<file path="src/sv/rycc_pkg.sv">
// Package for the RGB to YCbCr converter with chroma pairing and rebuild.
// Fixed-point widths, Q-format coefficients, MAC control type and rounding helpers.
// No dependencies.
`default_nettype none

package rycc_pkg;

    localparam int FRAC_BITS = 16;

    // Coefficient: signed, magnitude below 2.0 in Q(FRAC_BITS)
    localparam int COEF_W = FRAC_BITS + 2;
    // Level-shifted difference in Q(FRAC_BITS): |X' - Y| < 256
    localparam int DIFF_W = FRAC_BITS + 10;
    // MAC accumulator: one difference times one coefficient
    localparam int ACC_W  = DIFF_W + COEF_W;

    localparam int PIX_W  = 8;
    localparam int CHR_W  = 9;

    // round(c * 2^FRAC_BITS), c in thousandths, ties up
    localparam logic signed [COEF_W-1:0] C_Y_R =
        COEF_W'(((64'd299 << FRAC_BITS) + 64'd500) / 64'd1000);
    localparam logic signed [COEF_W-1:0] C_Y_G =
        COEF_W'(((64'd587 << FRAC_BITS) + 64'd500) / 64'd1000);
    localparam logic signed [COEF_W-1:0] C_Y_B =
        COEF_W'(((64'd114 << FRAC_BITS) + 64'd500) / 64'd1000);
    localparam logic signed [COEF_W-1:0] C_CB =
        COEF_W'(((64'd565 << FRAC_BITS) + 64'd500) / 64'd1000);
    localparam logic signed [COEF_W-1:0] C_CR =
        COEF_W'(((64'd713 << FRAC_BITS) + 64'd500) / 64'd1000);
    localparam logic signed [COEF_W-1:0] C_R_CR =
        COEF_W'(((64'd1403 << FRAC_BITS) + 64'd500) / 64'd1000);
    localparam logic signed [COEF_W-1:0] C_B_CB =
        COEF_W'(((64'd1770 << FRAC_BITS) + 64'd500) / 64'd1000);
    // green terms are subtracted: stored negated
    localparam logic signed [COEF_W-1:0] C_G_CB_NEG =
        COEF_W'(64'd0 - ((64'd344 << FRAC_BITS) + 64'd500) / 64'd1000);
    localparam logic signed [COEF_W-1:0] C_G_CR_NEG =
        COEF_W'(64'd0 - ((64'd714 << FRAC_BITS) + 64'd500) / 64'd1000);

    localparam logic signed [ACC_W-1:0] HALF_Q   = ACC_W'(64'd1 << (FRAC_BITS - 1));
    localparam logic signed [ACC_W-1:0] ONE_Q    = ACC_W'(64'd1 << FRAC_BITS);
    localparam logic signed [ACC_W-1:0] OFFSET_Q = ACC_W'(64'd128 << FRAC_BITS);
    localparam logic signed [ACC_W-1:0] MAX_Q    = ACC_W'(64'd255 << FRAC_BITS);

    typedef struct packed {
        logic en;          // load the accumulator this cycle
        logic accumulate;  // add to the accumulator instead of the base
    } mac_ctrl_t;

    // v / 2^FRAC_BITS, to nearest, ties toward +inf
    function automatic logic signed [ACC_W-1:0] round_frac(input logic signed [ACC_W-1:0] v);
        logic signed [ACC_W-1:0] t;
        begin
            t = v + HALF_Q;
            return t >>> FRAC_BITS;
        end
    endfunction

    // v / 2^(FRAC_BITS+1), to nearest, ties toward +inf (pair average)
    function automatic logic signed [ACC_W-1:0] round_pair(input logic signed [ACC_W-1:0] v);
        logic signed [ACC_W-1:0] t;
        begin
            t = v + ONE_Q;
            return t >>> (FRAC_BITS + 1);
        end
    endfunction

    // clamp to 0..255 in Q(FRAC_BITS), then round to an integer
    function automatic logic [PIX_W-1:0] rebuild_pix(input logic signed [ACC_W-1:0] v);
        logic signed [ACC_W-1:0] t;
        begin
            t = v + HALF_Q;
            if (v < 0)
            begin
                return '0;
            end
            if (v > MAX_Q)
            begin
                return {PIX_W{1'b1}};
            end
            t = t >>> FRAC_BITS;
            return t[PIX_W-1:0];
        end
    endfunction

endpackage

`default_nettype wire

</file>
<file path="src/sv/rycc_mac.sv">
// Shared multiply-accumulate unit of the converter.
// Depends on rycc_pkg (widths, mac_ctrl_t).
`default_nettype none

module rycc_mac
    import rycc_pkg::*;
(
    input  wire logic                      clk,
    input  wire mac_ctrl_t                 ctrl,
    input  wire logic signed [ACC_W-1:0]   base,
    input  wire logic signed [DIFF_W-1:0]  op_a,
    input  wire logic signed [COEF_W-1:0]  op_b,
    output      logic signed [ACC_W-1:0]   acc
);

    logic signed [ACC_W-1:0] acc_reg;
    logic signed [ACC_W-1:0] prod;
    logic signed [ACC_W-1:0] addend;

    always_comb
    begin
        prod   = op_a * op_b;
        addend = ctrl.accumulate ? acc_reg : base;
    end

    always_ff @(posedge clk)
    begin
        if (ctrl.en)
        begin
            acc_reg <= addend + prod;
        end
    end

    assign acc = acc_reg;

endmodule

`default_nettype wire

</file>
<file path="src/sv/rgb_ycbcr_chroma_pair_roundtrip.sv">
// Top level: RGB pixel to level-shifted YCbCr with optional chroma pairing and RGB rebuild.
// Sequence: a pixel beat runs Y0..Y2, CB, CR and SPLIT, then RED, BLUE, GRN0, GRN1 and PUT
// before result_valid rises; in pair mode the second pixel's SPLIT sends the held pixel out first,
// then RED..PUT run again for its own result. One multiplier does every product, so a new pixel
// is taken only back in IDLE, after its Y/Cb/Cr steps and every result it emits; output stall holds it longer.
// Reset: async active low; clears mode, pair phase, pending flag, sequencer and result valid.
`default_nettype none

module rgb_ycbcr_chroma_pair_roundtrip
    import rycc_pkg::*;
(
    input  wire logic                     clk,
    input  wire logic                     rst_n,
    // configuration: chroma_mode
    input  wire logic                     cfg_we,
    input  wire logic                     cfg_wdata,
    // pixel channel
    input  wire logic                     pixel_valid,
    output      logic                     pixel_stall,
    input  wire logic [PIX_W-1:0]         red,
    input  wire logic [PIX_W-1:0]         green,
    input  wire logic [PIX_W-1:0]         blue,
    // result channel
    output      logic                     result_valid,
    input  wire logic                     result_stall,
    output      logic signed [PIX_W-1:0]  luma,
    output      logic signed [CHR_W-1:0]  chroma_blue,
    output      logic signed [CHR_W-1:0]  chroma_red,
    output      logic [PIX_W-1:0]         red_rebuilt,
    output      logic [PIX_W-1:0]         green_rebuilt,
    output      logic [PIX_W-1:0]         blue_rebuilt,
    output      logic                     last
);

    // Sequencer. Y0..Y2 accumulate luma, CB/CR form the unrounded chroma,
    // SPLIT decides hold / emit, RED..GRN1 rebuild one pixel, PUT hands it off.
    localparam logic [3:0] ST_IDLE  = 4'd0;
    localparam logic [3:0] ST_Y0    = 4'd1;
    localparam logic [3:0] ST_Y1    = 4'd2;
    localparam logic [3:0] ST_Y2    = 4'd3;
    localparam logic [3:0] ST_CB    = 4'd4;
    localparam logic [3:0] ST_CR    = 4'd5;
    localparam logic [3:0] ST_SPLIT = 4'd6;
    localparam logic [3:0] ST_RED   = 4'd7;
    localparam logic [3:0] ST_BLUE  = 4'd8;
    localparam logic [3:0] ST_GRN0  = 4'd9;
    localparam logic [3:0] ST_GRN1  = 4'd10;
    localparam logic [3:0] ST_PUT   = 4'd11;

    // control state
    logic [3:0] state_reg, state_next;
    logic       mode_reg, mode_next;          // chroma_mode
    logic       phase_reg, phase_next;        // 1: first pixel of a pair is held
    logic       pend_reg, pend_next;          // second pixel of a pair still to emit
    logic       out_valid_reg, out_valid_next;

    // payload
    logic signed [CHR_W-1:0]  r_reg, g_reg, b_reg;   // level-shifted input
    logic signed [DIFF_W-1:0] yq_reg;                // unrounded Y
    logic signed [DIFF_W-1:0] cbq_reg;               // unrounded Cb, Q(FRAC_BITS)
    logic signed [PIX_W-1:0]  held_y_reg;
    logic signed [DIFF_W-1:0] held_cb_reg, held_cr_reg;
    logic signed [PIX_W-1:0]  pend_y_reg;
    logic signed [PIX_W-1:0]  emit_y_reg;
    logic signed [CHR_W-1:0]  emit_cb_reg, emit_cr_reg;
    logic                     emit_last_reg;
    logic [PIX_W-1:0]         red_res_reg, blue_res_reg;

    logic signed [PIX_W-1:0]  luma_reg;
    logic signed [CHR_W-1:0]  cb_out_reg, cr_out_reg;
    logic [PIX_W-1:0]         r_out_reg, g_out_reg, b_out_reg;
    logic                     last_reg;

    // MAC hookup
    mac_ctrl_t                mac_ctrl;
    logic signed [ACC_W-1:0]  mac_base;
    logic signed [DIFF_W-1:0] mac_a;
    logic signed [COEF_W-1:0] mac_b;
    logic signed [ACC_W-1:0]  acc;

    // rounding taps
    logic signed [ACC_W-1:0]  acc_round;
    logic signed [DIFF_W-1:0] crq;
    logic signed [ACC_W-1:0]  y_round, cb_full, cr_full, cb_pair, cr_pair;
    logic signed [ACC_W-1:0]  rebuild_base;
    logic                     pixel_take;
    logic                     slot_free;

    rycc_mac u_mac (
        .clk   (clk),
        .ctrl  (mac_ctrl),
        .base  (mac_base),
        .op_a  (mac_a),
        .op_b  (mac_b),
        .acc   (acc)
    );

    assign pixel_stall = (state_reg != ST_IDLE);
    assign pixel_take  = pixel_valid && !pixel_stall;
    assign slot_free   = !out_valid_reg || !result_stall;

    always_comb
    begin
        acc_round    = round_frac(acc);
        crq          = acc_round[DIFF_W-1:0];
        y_round      = round_frac(ACC_W'(yq_reg));
        cb_full      = round_frac(ACC_W'(cbq_reg));
        cr_full      = round_frac(ACC_W'(crq));
        cb_pair      = round_pair(ACC_W'(held_cb_reg) + ACC_W'(cbq_reg));
        cr_pair      = round_pair(ACC_W'(held_cr_reg) + ACC_W'(crq));
        rebuild_base = (ACC_W'(emit_y_reg) <<< FRAC_BITS) + OFFSET_Q;
    end

    // next state and MAC operand selection
    always_comb
    begin
        state_next     = state_reg;
        mode_next      = mode_reg;
        phase_next     = phase_reg;
        pend_next      = pend_reg;
        out_valid_next = out_valid_reg && result_stall;
        mac_ctrl       = '0;
        mac_base       = '0;
        mac_a          = '0;
        mac_b          = '0;

        // mode write drops any half-built pair
        if (cfg_we)
        begin
            mode_next  = cfg_wdata;
            phase_next = 1'b0;
        end

        case (state_reg)
            ST_IDLE:
            begin
                if (pixel_valid)
                begin
                    state_next = ST_Y0;
                end
            end
            ST_Y0:
            begin
                mac_ctrl.en = 1'b1;
                mac_a       = DIFF_W'(r_reg);
                mac_b       = C_Y_R;
                state_next  = ST_Y1;
            end
            ST_Y1:
            begin
                mac_ctrl    = '{en: 1'b1, accumulate: 1'b1};
                mac_a       = DIFF_W'(g_reg);
                mac_b       = C_Y_G;
                state_next  = ST_Y2;
            end
            ST_Y2:
            begin
                mac_ctrl    = '{en: 1'b1, accumulate: 1'b1};
                mac_a       = DIFF_W'(b_reg);
                mac_b       = C_Y_B;
                state_next  = ST_CB;
            end
            ST_CB:
            begin
                // acc holds Y here
                mac_ctrl.en = 1'b1;
                mac_a       = (DIFF_W'(b_reg) <<< FRAC_BITS) - acc[DIFF_W-1:0];
                mac_b       = C_CB;
                state_next  = ST_CR;
            end
            ST_CR:
            begin
                mac_ctrl.en = 1'b1;
                mac_a       = (DIFF_W'(r_reg) <<< FRAC_BITS) - yq_reg;
                mac_b       = C_CR;
                state_next  = ST_SPLIT;
            end
            ST_SPLIT:
            begin
                if (!mode_reg)
                begin
                    pend_next  = 1'b0;
                    state_next = ST_RED;
                end
                else if (!phase_reg)
                begin
                    phase_next = 1'b1;
                    state_next = ST_IDLE;
                end
                else
                begin
                    phase_next = 1'b0;
                    pend_next  = 1'b1;
                    state_next = ST_RED;
                end
            end
            ST_RED:
            begin
                mac_ctrl.en = 1'b1;
                mac_base    = rebuild_base;
                mac_a       = DIFF_W'(emit_cr_reg);
                mac_b       = C_R_CR;
                state_next  = ST_BLUE;
            end
            ST_BLUE:
            begin
                mac_ctrl.en = 1'b1;
                mac_base    = rebuild_base;
                mac_a       = DIFF_W'(emit_cb_reg);
                mac_b       = C_B_CB;
                state_next  = ST_GRN0;
            end
            ST_GRN0:
            begin
                mac_ctrl.en = 1'b1;
                mac_base    = rebuild_base;
                mac_a       = DIFF_W'(emit_cb_reg);
                mac_b       = C_G_CB_NEG;
                state_next  = ST_GRN1;
            end
            ST_GRN1:
            begin
                mac_ctrl    = '{en: 1'b1, accumulate: 1'b1};
                mac_a       = DIFF_W'(emit_cr_reg);
                mac_b       = C_G_CR_NEG;
                state_next  = ST_PUT;
            end
            ST_PUT:
            begin
                // wait for the output register; an older stalled beat holds the sequencer here
                if (slot_free)
                begin
                    out_valid_next = 1'b1;
                    if (pend_reg)
                    begin
                        pend_next  = 1'b0;
                        state_next = ST_RED;
                    end
                    else
                    begin
                        state_next = ST_IDLE;
                    end
                end
            end
            default:
            begin
                state_next = ST_IDLE;
            end
        endcase
    end

    always_ff @(posedge clk or negedge rst_n)
    begin
        if (!rst_n)
        begin
            state_reg     <= ST_IDLE;
            mode_reg      <= 1'b0;
            phase_reg     <= 1'b0;
            pend_reg      <= 1'b0;
            out_valid_reg <= 1'b0;
        end
        else
        begin
            state_reg     <= state_next;
            mode_reg      <= mode_next;
            phase_reg     <= phase_next;
            pend_reg      <= pend_next;
            out_valid_reg <= out_valid_next;
        end
    end

    // datapath registers
    always_ff @(posedge clk)
    begin
        if (pixel_take)
        begin
            r_reg <= $signed({1'b0, red})   - 9'sd128;
            g_reg <= $signed({1'b0, green}) - 9'sd128;
            b_reg <= $signed({1'b0, blue})  - 9'sd128;
        end
        if (state_reg == ST_CB)
        begin
            yq_reg <= acc[DIFF_W-1:0];
        end
        if (state_reg == ST_CR)
        begin
            cbq_reg <= acc_round[DIFF_W-1:0];
        end
        if (state_reg == ST_SPLIT)
        begin
            if (!mode_reg)
            begin
                emit_y_reg    <= y_round[PIX_W-1:0];
                emit_cb_reg   <= cb_full[CHR_W-1:0];
                emit_cr_reg   <= cr_full[CHR_W-1:0];
                emit_last_reg <= 1'b1;
            end
            else if (!phase_reg)
            begin
                held_y_reg  <= y_round[PIX_W-1:0];
                held_cb_reg <= cbq_reg;
                held_cr_reg <= crq;
            end
            else
            begin
                // held pixel goes out first, shared chroma for both
                emit_y_reg    <= held_y_reg;
                emit_cb_reg   <= cb_pair[CHR_W-1:0];
                emit_cr_reg   <= cr_pair[CHR_W-1:0];
                emit_last_reg <= 1'b0;
                pend_y_reg    <= y_round[PIX_W-1:0];
            end
        end
        if (state_reg == ST_BLUE)
        begin
            red_res_reg <= rebuild_pix(acc);
        end
        if (state_reg == ST_GRN0)
        begin
            blue_res_reg <= rebuild_pix(acc);
        end
        if ((state_reg == ST_PUT) && slot_free)
        begin
            luma_reg   <= emit_y_reg;
            cb_out_reg <= emit_cb_reg;
            cr_out_reg <= emit_cr_reg;
            r_out_reg  <= red_res_reg;
            g_out_reg  <= rebuild_pix(acc);
            b_out_reg  <= blue_res_reg;
            last_reg   <= emit_last_reg;
            if (pend_reg)
            begin
                emit_y_reg    <= pend_y_reg;
                emit_last_reg <= 1'b1;
            end
        end
    end

    assign result_valid  = out_valid_reg;
    assign luma          = luma_reg;
    assign chroma_blue   = cb_out_reg;
    assign chroma_red    = cr_out_reg;
    assign red_rebuilt   = r_out_reg;
    assign green_rebuilt = g_out_reg;
    assign blue_rebuilt  = b_out_reg;
    assign last          = last_reg;

    // a new result beat only comes out of the hand-off state
    a_valid_from_put: assert property (@(posedge clk) disable iff (!rst_n)
        $rose(out_valid_reg) |-> $past(state_reg == ST_PUT))
        else $error("result beat raised outside hand-off");

    // a pixel is held only in pair mode
    a_phase_needs_mode: assert property (@(posedge clk) disable iff (!rst_n)
        phase_reg |-> mode_reg)
        else $error("pair phase set in full chroma mode");

    // while the second pixel is pending, the pixel in flight is not the last
    a_pend_not_last: assert property (@(posedge clk) disable iff (!rst_n)
        (pend_reg && (state_reg != ST_SPLIT)) |-> !emit_last_reg)
        else $error("first of pair marked last");

    // full chroma mode always rebuilds right after the split
    a_full_mode_emits: assert property (@(posedge clk) disable iff (!rst_n)
        (state_reg == ST_SPLIT && !mode_reg) |=> (state_reg == ST_RED))
        else $error("full chroma pixel not emitted");

endmodule

`default_nettype wire

</file>
<file path="config.mk">
export PLATFORM = sky130hd
export DESIGN_NAME = rgb_ycbcr_chroma_pair_roundtrip
export DESIGN_NICKNAME = d
export VERILOG_FILES = /design/src/sv/rycc_pkg.sv /design/src/sv/rycc_mac.sv /design/src/sv/rgb_ycbcr_chroma_pair_roundtrip.sv
export SDC_FILE = /design/constraint.sdc
export NUM_CORES = 2
export LEC_CHECK = 0
export BUFFER_PORTS_ARGS = -buffer_cell sky130_fd_sc_hd__buf_2
export CORE_MARGIN = 10
export CORE_UTILIZATION = 52
export DETAILED_ROUTE_END_ITERATION = 10
export PLACE_DENSITY = 0.7
export SLEW_MARGIN = 30
export SYNTH_ARGS = -nofsm -noshare
export SYNTH_HDL_FRONTEND = slang
export SYNTH_SLANG_ARGS = --single-unit
</file>
<file path="constraint.sdc">
create_clock -name clk -period 12.05 [get_ports clk]
set_clock_uncertainty 0.2 [all_clocks]
set_input_delay 0 -clock clk [delete_from_list [all_inputs] [get_ports clk]]
set_output_delay 0 -clock clk [all_outputs]
set_load 0.02 [all_outputs]
</file>
== Word level (Yosys, flattened, before mapping) ==
Index checks and enable logic that the tools add are counted.
Storage, ports and cells
  output and inout bits: 53
  bits of input ports: 30
  register bits: 293
  logic and storage cells: 137
Cells by class
  equal/unequal tests: 15
  $add $sub $neg: 15
  multiply operators: 1
  reductions and logical operators: 20
  mux-type cells: 55
  order comparisons: 2
  bitwise logic cells: 1
Operators by type and width (number)
  $pmux W26 S7: 1
  $pmux W18 S9: 1
  $mux W8: 13
  $mux W44: 2
  $add A26 B18 Y26 const B: 2
  $add A26 B26 Y26: 2
  $add A25 B17 Y25 const B: 2
  $pmux W4 S12: 1
  $add A44 B44 Y44: 1
  $gt A44 B25 Y1 const B: 1
  $lt A44 B1 Y1 const B: 1
  $mul A26 B18 Y44: 1
  $add A42 B17 Y42 const B: 1
  $mux W9: 4
  $mux W1: 27
  $sub A8 B8 Y9 const B: 3
  $add A24 B25 Y26 const B: 1
  $sub A25 B26 Y26: 1
  $sub A26 B26 Y26: 1
  $add A24 B17 Y24 const B: 1
  $eq A4 B3 Y1 const B: 4
  $eq A4 B4 Y1 const B: 4
  $mux W3: 3
  $reduce_and A3 Y1: 3
  18 further kinds: 28

== Logic depth before layout (Yosys ltp) ==
  depth in word-level cells: 8
  gate-level depth with buffers: 33
  depth with buffers taken out: 31

== Modules after synthesis ==
From an unflattened synthesis, not the netlist that was laid out.
Unflattened totals
  cell total of the unflattened synthesis: 3125
  area, all modules: 32688.9 µm²
By module, submodules not included
  rycc_mac: cells an instance 1961, instances 1, seq. area each 1321.3 µm², area an instance 19229.7 µm²
  rgb_ycbcr_chroma_pair_roundtrip: cells an instance 1164, instances 1, seq. area each 7257.0 µm², area an instance 13459.2 µm²

== Worst setup path before layout ==
OpenSTA, ideal clock, no wires.
  path type: reg-to-reg
  from: reg state_reg[2]
  to: reg u_mac.acc_reg[43], in the netlist u_mac.acc[43], data pin
  arrival: 8.405 ns
  setup slack: 3.184 ns
  required time: 11.589 ns
  cell stages (with the launch flop): 31
  library setup time: 0.261 ns
  period minus slack after synthesis: 8.866 ns
  buffers on the path: 2
  cells stage by stage: dfrtp_1 > inv_1 > nor2_1 > nand2_1 > inv_1 > buf_2 > buf_1 > o21ai_0 > o211ai_1 > nand2_1 > fa_1 > inv_1 > fa_1 > inv_1 > fa_1 > inv_1 > fa_1 > inv_1 > fa_1 > inv_1 > fa_1 > ha_1 > ha_1 > and3_1 > and3_1 > nand3_1 > nor4_1 > o311ai_2 > a21oi_1 > o21ai_0 > xnor2_1
Between the ends
  longest elaborated chain between the ends: 5
  elaborated cells on any way between the ends: 20
  classes of those cells: add/sub (1); mul (1); eq/ne (9); mux (5); reduce/logical (4)
RTL lines
  start: declaration: RTL line rgb_ycbcr_chroma_pair_roundtrip.sv:51  | logic [3:0] state_reg, state_next;
  start signal: assignment: RTL line rgb_ycbcr_chroma_pair_roundtrip.sv:264  | state_reg <= state_next;
  $eq A4 B4 Y1 (tied with other cells): RTL line rgb_ycbcr_chroma_pair_roundtrip.sv:134  | case (state_reg)
  $reduce_or A2 Y1 (no source line) / $reduce_or A3 Y1 (equally long branches)
  $pmux W26 S7 (tied with other cells): RTL line rgb_ycbcr_chroma_pair_roundtrip.sv:134
  $mul A26 B18 Y44 / $mux W44 (equally long branches): RTL line rycc_mac.sv:22, rycc_mac.sv:23
  $add A44 B44 Y44 (*): RTL line rycc_mac.sv:30  | acc_reg <= addend + prod;
  end signal: assignment: RTL line rycc_mac.sv:30
  end: declaration: RTL line rycc_mac.sv:16  | logic signed [ACC_W-1:0] acc_reg;
Every way passes the cells marked *; elsewhere a longest branch is shown, timed or not.
A chain may end at the register's enable or synchronous reset.

== Final worst setup path ==
  from: reg state_reg[2]
  to: reg u_mac.acc_reg[37], in the netlist u_mac.acc[37], data pin
Same word-level chain as after synthesis.

==> summary.log <==
INFO  setup_path     path_class=reg2reg
INFO  setup_path     r2r_setup_slack=1380ps
INFO  setup_path     critical_path.endpoint_type=flop
INFO  final_layout   drive_above_1_share=7.09%
INFO  setup_path     critical_path_buf_inv_count=8
INFO  yosys          synth_area_leader_cell=fa_1
INFO  final_layout   n_fill_cell=5444
INFO  timing         setup_repair_after_global_routing_missed_its_margin=false
INFO  yosys          warnings_from_yosys=0
INFO  placed_design  post-dp-hpwl=74.4mm
INFO  grt            grt_pass1_wl=147mm
INFO  yosys          synth_xor_xnor_area_share=3.99%
INFO  min_path       holdPathEnd=r_reg[5]
INFO  cts            numClockSinks=290
INFO  setup_path     timing_startpoint_of_the_critical_path=state_reg[2]
INFO  timing         tightest_slew=1070ps
INFO  final_layout   fin_nets=4146
INFO  cts            cts-resized-gates=0
INFO  setup_path     regToRegStartpoint=state_reg[2]
INFO  die            die_height=272um
INFO  final_layout   number_of_flip_flops_under_the_largest_register_name=44
INFO  min_path       whs_path_depth=2
INFO  yosys          synth_edf_count=273
INFO  detailed_routing wl_per_cell=22.3um
INFO  yosys          synth-compound-area-share=8.82%
INFO  setup_path     crit-reg2reg-capture=u_mac.acc[37]
INFO  final_layout   layout.cells.non_filler=4245
INFO  timing         timing.fmax=93.8MHz
INFO  final_layout   area_growth=9.56%
INFO  cts            clk_pin_slew_worst_paths=60ps
INFO  yosys          share_of_async_settable_or_async_resettable_flops_after_synthesis=2.76%
INFO  yosys          synth_nets=4039
INFO  cts            h-tree-depth=1
INFO  die            ios=83
INFO  outcome        status=finished clean
INFO  setup_path     worst_path_dominant_cell_family=adder cells
INFO  yosys          synthAdderAreaFrac=39.3%
INFO  placed_design  post-place-cells=4136
INFO  setup_path     start_kind=flop
INFO  yosys          synthDistinctLibCells=90
INFO  placed_design  gpl.final_weighted_congestion=1.02
INFO  timing         setup_violations=0
INFO  detailed_routing viasPerCell=5.69
INFO  yosys          synth_top_family_by_area=adder cells
INFO  setup_path     critical-path-top-cell-by-count=fa_1
INFO  detailed_routing total_routed_wirelength=94.5mm
INFO  die            placeableCoreArea=0.0630mm^2
INFO  final_layout   layout.core_utilization=57.3%
INFO  yosys          yosys-mux-area-fraction=0.478%
INFO  timing         totalNegativeSetupSlack=0ps
INFO  timing         fin_worst_hold_slack=32.3ps
INFO  cts            clock_insertion_delay_worst_skew=600ps
INFO  setup_path     critical-path-slowest-cell=a2111oi_0
INFO  detailed_routing number_of_nets_still_failing_antenna_checks_after_routing=0
INFO  setup_path     r2r_cells=29
INFO  die            start_util=52.3%
INFO  final_layout   area_of_the_multi_input_gates=0.0216mm^2
INFO  cts            cts-buffers-inserted=31
INFO  detailed_routing drc=0
INFO  detailed_routing via_count=24.1k
INFO  yosys          synth_flop_cell=edfxtp_1
INFO  yosys          mappedNetlistArea=0.0330mm^2
INFO  yosys          synth_largest_type_area_fraction=29.7%
INFO  placed_design  io_buffer_count=82
INFO  yosys          synth.avg_cell_area=10.1um^2
INFO  final_layout   regArea=0.00858mm^2
INFO  flow_run       max_capacitance_violation_total=0
INFO  yosys          synth-seq-area-share=26.0%
INFO  final_layout   layout.cells.most_common=inv_1
INFO  grt            grt_overflow=0
INFO  die            dieWidth=272um
INFO  die            num_rows=92
INFO  yosys          synth_simple_gate_area_share=12.6%
INFO  cts            cts_root_buffer=clkbuf_16
INFO  detailed_routing drtPass1Iterations=5
INFO  setup_path     critical-path-max-stage-delay=880ps
INFO  min_path       holdCritPathClass=in2reg
INFO  setup_path     path_max_fanout=26
INFO  timing         timing.final.crit_share=88.5%
INFO  yosys          netlist_instances=3268
INFO  yosys          synth_seq_cells=290
INFO  timing         max-slew-margin-rel=28.5%
INFO  setup_path     critPathArrivalTime=10840ps
INFO  timing         post_route_minimum_period=10670ps
INFO  cts            clock_tree.buffer_depth=3
INFO  detailed_routing drt_iter0_markers=2290
INFO  cts            tritoncts=yes
INFO  setup_path     required=12220ps
INFO  final_layout   layout_common_cells=639 x inv_1, 489 x fa_1, 351 x nand2_1, 273 x edfxtp_1, 252 x ha_1
INFO  yosys          synth.top_cells.by_area=fa_1 30%, edfxtp_1 25%, ha_1 9.6%
INFO  timing         report.final.slew_viol_count=0
INFO  die            floorplan.die_area=0.0738mm^2
INFO  grt            grt.total_usage=25.9%
INFO  grt            number_of_global_route_vias_before_repair=24.4k
INFO  grt            antenna_found_initial=3
INFO  timing         final-hold-violation-count=0
INFO  min_path       hp-start=red[5]
INFO  grt            grt_start_max_net_pins=61
## per-layer routing
layer	up-vias	GRT usage, %	part of all wire (%)
li1	10845	-	-
met1	11956	35.1	41
met2	1131	39.9	45
met3	212	5.86	10
met4	0	10.4	4.8
met5	-	0	0
## per-stage QoR
step / worst slack [ps] / instance area [um^2]
detailed placement: 1610 / 34400
finish: 1380 / 36100
global route: 864 / 36100
CTS: 1530 / 36100
floorplan: 3180 / 33000
global placement: 1790 / 34400
## cell usage after synthesis (all sizes together) (11+ instances only)
cell / instances
and3: 32
edfxtp: 273
xor2: 47
a22oi: 13
nor2: 201
nand3: 59
fa: 489
and2: 86
a22o: 24
nand2: 351
clkbuf: 83
or3: 13
a21o: 29
a31oi: 47
o21a: 11
ha: 252
xnor2: 101
a211oi: 16
a21oi: 112
o21ai: 79
nor4: 26
nand2b: 12
nand4: 11
nor3: 31
nor2b: 17
buf: 33
inv: 640
a21boi: 11
## final cells by class
| type | instances | area share, % |
|---|---|---|
| diodes | 1 | 0.00693 |
| clock buffers | 38 | 2.36 |
| clock inverters | 18 | 0.766 |
| inverters | 640 | 6.65 |
| multi-input cells | 2222 | 59.8 |
| flip-flops and latches | 290 | 23.8 |
| well taps | 846 | 2.93 |
| repair buffers | 190 | 3.75 |
## worst max path at each step
| stage | slack, ps | depth (start not counted) | endpoint |
|---|---|---|---|
| after floorplan | 3180 | 30 | u_mac.acc[43] |
| after global placement | 1790 | 28 | u_mac.acc[37] |
| after detailed placement | 1610 | 29 | u_mac.acc[37] |
| after CTS | 1530 | 29 | u_mac.acc[37] |
| after global routing | 860 | 29 | u_mac.acc[37] |
| final | 1380 | 29 | u_mac.acc[37] |
## timing repair
item / CTS / global route
setup buffers: 0 / 0
hold buffers: 52 / 0
hold endpoints to repair: 52 / 0
## cell families (layout without fill, tap and decap cells)
family,Yosys count,count (layout)
AO/OA/AOI/OAI,434,434
XOR/XNOR,148,148
adder cells (fa/ha/maj),741,741
buffers and inverters,756,886
flip-flops,290,290
multiplexers,15,15
other,0,1
AND/OR/NAND/NOR,884,884
Power is left out: the tool's default activity adds up to more than one toggle a clock period on the data nets, which glitch-free logic cannot reach.
